### config.mk
export PLATFORM = sky130hd
export DESIGN_NAME = erpt_front
export DESIGN_NICKNAME = d
export VERILOG_FILES = /design/src/rtl/erpt_pkg.sv /design/src/rtl/erpt_front.sv
export SDC_FILE = /design/constraint.sdc
export NUM_CORES = 1
export LEC_CHECK = 0
export ABC_AREA = 1
export BUFFER_PORTS_ARGS = -buffer_cell sky130_fd_sc_hd__buf_2
export CAP_MARGIN = 20
export CORE_ASPECT_RATIO = 1.75
export CORE_UTILIZATION = 35
export CTS_CLUSTER_SIZE = 12
export DETAILED_ROUTE_END_ITERATION = 6
export MAX_ROUTING_LAYER = met4
export SYNTH_ARGS = -nofsm -noshare
export SYNTH_HDL_FRONTEND = slang
export SYNTH_SLANG_ARGS = --single-unit
### constraint.sdc
create_clock -name clk_i -period 7.6 [get_ports clk_i]
set_clock_uncertainty 0.1 [all_clocks]
set_input_delay 1.52 -clock clk_i [delete_from_list [all_inputs] [get_ports clk_i]]
set_output_delay 1.52 -clock clk_i [all_outputs]
set_load 0.01 [all_outputs]
### src/rtl/erpt_pkg.sv
// shared types, constants and tables of the euler rigid point transform
package erpt_pkg;

  localparam int unsigned CoordW      = 32;
  localparam int unsigned BasisFb     = 16;
  localparam int unsigned AngleW      = 16;
  localparam int unsigned BasisW      = BasisFb + 2;
  localparam int unsigned DiffW       = CoordW + 1;
  localparam int unsigned ProdW       = BasisW + DiffW;
  localparam int unsigned SumW        = ProdW + 2;
  localparam int unsigned CfgW        = (CoordW > AngleW) ? CoordW : AngleW;
  localparam int unsigned CfgIdxW     = 3;
  localparam int unsigned CordicSteps = 24;
  localparam int unsigned StepW       = 5;
  localparam int unsigned QueueDepth  = 4;
  localparam int unsigned QueuePtrW   = 2;

  typedef logic signed [CoordW-1:0] coord_t;
  typedef logic signed [31:0]       q30_t;
  typedef logic [8:0][BasisW-1:0]   basis_t;

  localparam q30_t Q30One     = 32'sh4000_0000;
  localparam q30_t CordicGain = 32'sd652032874;

  typedef enum logic [CfgIdxW-1:0] {
    REG_PITCH    = 3'd0,
    REG_YAW      = 3'd1,
    REG_ROLL     = 3'd2,
    REG_OFFSET_X = 3'd3,
    REG_OFFSET_Y = 3'd4,
    REG_OFFSET_Z = 3'd5
  } cfg_reg_e;

  typedef enum logic {
    ACT_TO_WORLD = 1'b0,
    ACT_TO_LOCAL = 1'b1
  } action_e;

  typedef enum logic [1:0] {
    BS_IDLE,
    BS_ROT,
    BS_FIN,
    BS_MAC
  } basis_state_e;

  typedef struct packed {
    coord_t x;
    coord_t y;
    coord_t z;
  } vec_t;

  typedef struct packed {
    action_e action;
    vec_t    p;
  } request_t;

  // arctangent of 2^-i in units of 2^32 per turn
  function automatic logic signed [32:0] atan_step(input logic [StepW-1:0] i);
    logic signed [32:0] r;
    case (i)
      5'd0:    r = 33'sd536870912;
      5'd1:    r = 33'sd316933406;
      5'd2:    r = 33'sd167458907;
      5'd3:    r = 33'sd85004756;
      5'd4:    r = 33'sd42667331;
      5'd5:    r = 33'sd21354465;
      5'd6:    r = 33'sd10679838;
      5'd7:    r = 33'sd5340245;
      5'd8:    r = 33'sd2670163;
      5'd9:    r = 33'sd1335087;
      5'd10:   r = 33'sd667544;
      5'd11:   r = 33'sd333772;
      5'd12:   r = 33'sd166886;
      5'd13:   r = 33'sd83443;
      5'd14:   r = 33'sd41722;
      5'd15:   r = 33'sd20861;
      5'd16:   r = 33'sd10430;
      5'd17:   r = 33'sd5215;
      5'd18:   r = 33'sd2608;
      5'd19:   r = 33'sd1304;
      5'd20:   r = 33'sd652;
      5'd21:   r = 33'sd326;
      5'd22:   r = 33'sd163;
      5'd23:   r = 33'sd81;
      default: r = '0;
    endcase
    return r;
  endfunction

  function automatic basis_t ident_basis();
    basis_t b;
    for (int e = 0; e < 9; e++) begin
      b[e] = (e % 4 == 0) ? BasisW'(1) << BasisFb : '0;
    end
    return b;
  endfunction

  function automatic logic [3:0] idx3(input logic [1:0] r, input logic [1:0] c);
    return 4'(r) * 4'd3 + 4'(c);
  endfunction

endpackage

### src/rtl/erpt_front.sv
// front end: request intake and queue toward the datapath
module erpt_front (
  input  logic               clk_i,
  input  logic               rst_ni,
  input  logic               in_valid_i,
  input  erpt_pkg::request_t req_i,
  input  logic               basis_busy_i,
  output logic               stall_o,
  input  logic               pop_i,
  output logic               avail_o,
  output erpt_pkg::request_t req_o
);

  erpt_pkg::request_t                  mem_q [erpt_pkg::QueueDepth];
  logic [erpt_pkg::QueuePtrW-1:0]      wr_q, wr_d, rd_q, rd_d;
  logic [erpt_pkg::QueuePtrW:0]        cnt_q, cnt_d;
  logic                                push;

  assign stall_o = (cnt_q == (erpt_pkg::QueuePtrW + 1)'(erpt_pkg::QueueDepth)) || basis_busy_i;
  assign push    = in_valid_i && !stall_o;
  assign avail_o = (cnt_q != '0);
  assign req_o   = mem_q[rd_q];

  always_comb begin
    wr_d  = push ? wr_q + 1'b1 : wr_q;
    rd_d  = pop_i ? rd_q + 1'b1 : rd_q;
    cnt_d = cnt_q;
    if (push && !pop_i) begin
      cnt_d = cnt_q + 1'b1;
    end else if (!push && pop_i) begin
      cnt_d = cnt_q - 1'b1;
    end
  end

  always_ff @(posedge clk_i or negedge rst_ni) begin
    if (!rst_ni) begin
      wr_q  <= '0;
      rd_q  <= '0;
      cnt_q <= '0;
    end else begin
      wr_q  <= wr_d;
      rd_q  <= rd_d;
      cnt_q <= cnt_d;
    end
  end

  always_ff @(posedge clk_i) begin
    if (push) begin
      mem_q[wr_q] <= req_i;
    end
  end

endmodule

==> impl_metrics.env <==
export IMPL_outcome="completed"
export IMPL_clockBufferDepth=3
export IMPL_slew_violations=0
export IMPL_yosys_warnings=0
export IMPL_synth_avg_cell_area_um2=13.2
export IMPL_hold_start="cnt_q[2]$_DFFE_PN0P_"
export IMPL_fin_nets=1482
export IMPL_setup_viol=0
export IMPL_p_seq_frac=0.427
export IMPL_die_x_um=162
export IMPL_period_needed_ns=4.61
export IMPL_post_cts_buffers=0
export IMPL_vias=9154
export IMPL_path_buf_inv=2
export IMPL_finish_utilization=0.414
export IMPL_ant_nets=0
export IMPL_fmax_mhz=217
export IMPL_slew_headroom=0.316
export IMPL_period_share=0.607
export IMPL_clk_pin_slew_ns=0.06
export IMPL_crit_path_end_kind="primary output"
export IMPL_ctsHoldBuffers=0
export IMPL_drt_pass1_iterations=4
export IMPL_grt_ovfl_total=0
export IMPL_startpoint="rd_q[0]$_DFFE_PN0P_"
export IMPL_clk_latency_ns=0.52
export IMPL_timing_rr_start="cnt_q[0]$_DFFE_PN0P_"
export IMPL_die_y_um=281
export IMPL_finalPower_mw=6.56
export IMPL_leakagePower_nw=7.16
export IMPL_tightest_slew_ns=1.03
export IMPL_portBuffers=200
export IMPL_core_um2=44200
export IMPL_path_cells="buf_12 -> a21oi_1 -> o21ai_0 -> nand2_1 -> buf_2"
export IMPL_rows=102
export IMPL_crit_path_start_kind="flip-flop"
export IMPL_postRouteWirelength_um=32000
export IMPL_gr_usage_all_layers=0.144
export IMPL_hold_slack_ns=0.398
export IMPL_irDropWorstVdd_mv=0.300
export IMPL_worstSetupPathType="flip-flop to primary output"
export IMPL_synth_nets=1294
export IMPL_grt_antenna_before_repair=7
export IMPL_path_max_fanout=208
export IMPL_ys_seq_elements=395
export IMPL_finalHoldViolCount=0
export IMPL_routabilityCongestion=0.741
export IMPL_hold_path_class="flip-flop to flip-flop"
export IMPL_area_growth_pct=16.9
export IMPL_yosysSeqAreaShare=0.757
export IMPL_tns_ns=0
export IMPL_drcViolationCount=0
export IMPL_cts_made_buffers=40
export IMPL_drive_gt1_frac=0.191
export IMPL_syn_area_um2=15600
export IMPL_power_density_nw_per_um2=359
export IMPL_die_area_um2=45500
export IMPL_p_sw_mw=2.23
export IMPL_synth_distinct_cells=18
export IMPL_cts_resized=0
export IMPL_grt_max_degree=209
export IMPL_top_level_ports=201
export IMPL_cts_tree="yes"
export IMPL_cp_slowest_cell="dfrtp_4"
export IMPL_ys_flop_type="edfxtp_1"
export IMPL_cap_viol_max_count=0
export IMPL_cp_required_ns=5.98
export IMPL_htreeDepth=2
export IMPL_first_iter_violations=546
export IMPL_clock_sinks=395
export IMPL_combPwrFrac=0.305
export IMPL_wl_per_cell_um=16.3
export IMPL_clockPowerShare=0.268
export IMPL_viasPerCell=4.66
export IMPL_path_delay_family="flip-flops"
export IMPL_slowest_delay_ns=1.01
export IMPL_async_flop_share=0.0177
export IMPL_cts_root_buf="clkbuf_16"
export IMPL_cp_arrival_ns=2.99
export IMPL_switching_share=0.340
export IMPL_synthCells=1186
export IMPL_internal_power_mw=4.33
export IMPL_dp_hpwl_um=18700
export IMPL_synth_edff_count=388
export IMPL_grt_pass1_wl_um=48100
export IMPL_first_global_vias=8914
export IMPL_rsz0062_at_grt="no"
export IMPL_initial_core_util=0.354
==> logic make-up (layout without fill, tap and decap cells) <==
logic type | Yosys count | count (layout) | share of synthesized area
AO/OA/AOI/OAI | 291 | 291 | 0.109
XOR/XNOR | 3 | 3 | 0.00168
adder cells (fa/ha/maj) | 6 | 6 | 0.00529
buffers and inverters | 272 | 471 | 0.0739
flip-flops | 395 | 395 | 0.757
other | 0 | 6 | 0
AND/OR/NAND/NOR | 219 | 219 | 0.0533
==> cell type report <==
| class | instances | area (um2) |
|---|---|---|
| inverters | 207 | 777 |
| clock buffers | 45 | 1040 |
| flip-flops and latches | 395 | 11800 |
| well taps | 572 | 716 |
| fillers | 4104 | 25900 |
| diodes | 6 | 15.0 |
| clock inverters | 8 | 75.1 |
| repair buffers | 211 | 1140 |
| multi-input cells | 519 | 2670 |
==> per-layer routing <==
metal  vias to the layer above  track usage  wire [um]
li1                       4487            -          -
met1                      4422        0.139      11600
met2                       190        0.275      18100
met3                        55       0.0250       1320
met4                         0       0.0622        958
met5                         -            -          0
==> power by group through the flow <==
stage | Sequential [mW] | Clock [mW] | Combinational [mW]
CTS | 2.86 | 1.81 | 2.00
global route | 2.83 | 1.89 | 2.24
global placement | 2.89 | 0 | 1.95
finish | 2.80 | 1.76 | 2.00
detailed placement | 2.90 | 0 | 1.99
floorplan | 2.76 | 0 | 1.42
==> path summary, 6_finish.rpt <==
path	endpoint	slack (ns)	cells after the start
max reg2reg	mem_q[1][36]$_DFFE_PP_	4.43	5
max in group asynchronous	rd_q[1]$_DFFE_PN0P_	6.45	1
max	req_o[96]	2.99	5
min in group asynchronous	cnt_q[2]$_DFFE_PN0P_	0.74	1
min reg2reg	cnt_q[2]$_DFFE_PN0P_	0.40	2
min	cnt_q[2]$_DFFE_PN0P_	0.40	2
==> flip-flops by register name, indices dropped and copies added, names as in the netlist <==
name   cells
rd_q       2
cnt_q      3
wr_q       2
mem_q    388
==> worst min-delay path, delay by kind of cell (launching register included) <==
kind / cells / cell delay (ns)
and+or+nand+nor: 2 / 0.11
DFF: 1 / 0.36
==> cell usage after synthesis (2+ instances only) <==
cell | number | area [um2]
edfxtp_1 | 388 | 11700
nand2_1 | 209 | 785
inv_1 | 207 | 777
a21oi_1 | 97 | 485
o211ai_1 | 97 | 728
o21ai_0 | 97 | 485
buf_2 | 41 | 205
clkbuf_1 | 12 | 45.0
buf_6 | 10 | 113
dfrtp_1 | 7 | 175
ha_1 | 5 | 62.6
nor2_1 | 5 | 18.8
nand4_1 | 3 | 18.8
buf_4 | 2 | 15.0
nand3_1 | 2 | 10.0
xnor2_1 | 2 | 17.5
==> stage by stage <==
step | instances | setup slack, ns | area [um2]
4_1_cts | 1956 | 2.94 | 18200
6_report | 1963 | 2.99 | 18300
2_1_floorplan | 1186 | 1.08 | 15600
3_5_place_dp | 1903 | 3.24 | 17100
5_1_grt | 1963 | 2.83 | 18300
3_3_place_gp | 1903 | 3.28 | 17100
==> cell usage in the layout, fill, tap and decap left out, drive strengths merged <==
master      n
edfxtp    388
nand2     209
ha          5
o211ai     97
fa          1
diode       6
bufinv      1
a21oi      97
nand3       2
nor2        5
dfrtp       7
o21ai      97
buf       211
clkinv      3
nand4       3
clkinvlp    2
inv       209
xnor2       2
clkbuf     45
xor2        1
No activity file was read; power rests on OpenSTA's default activity.
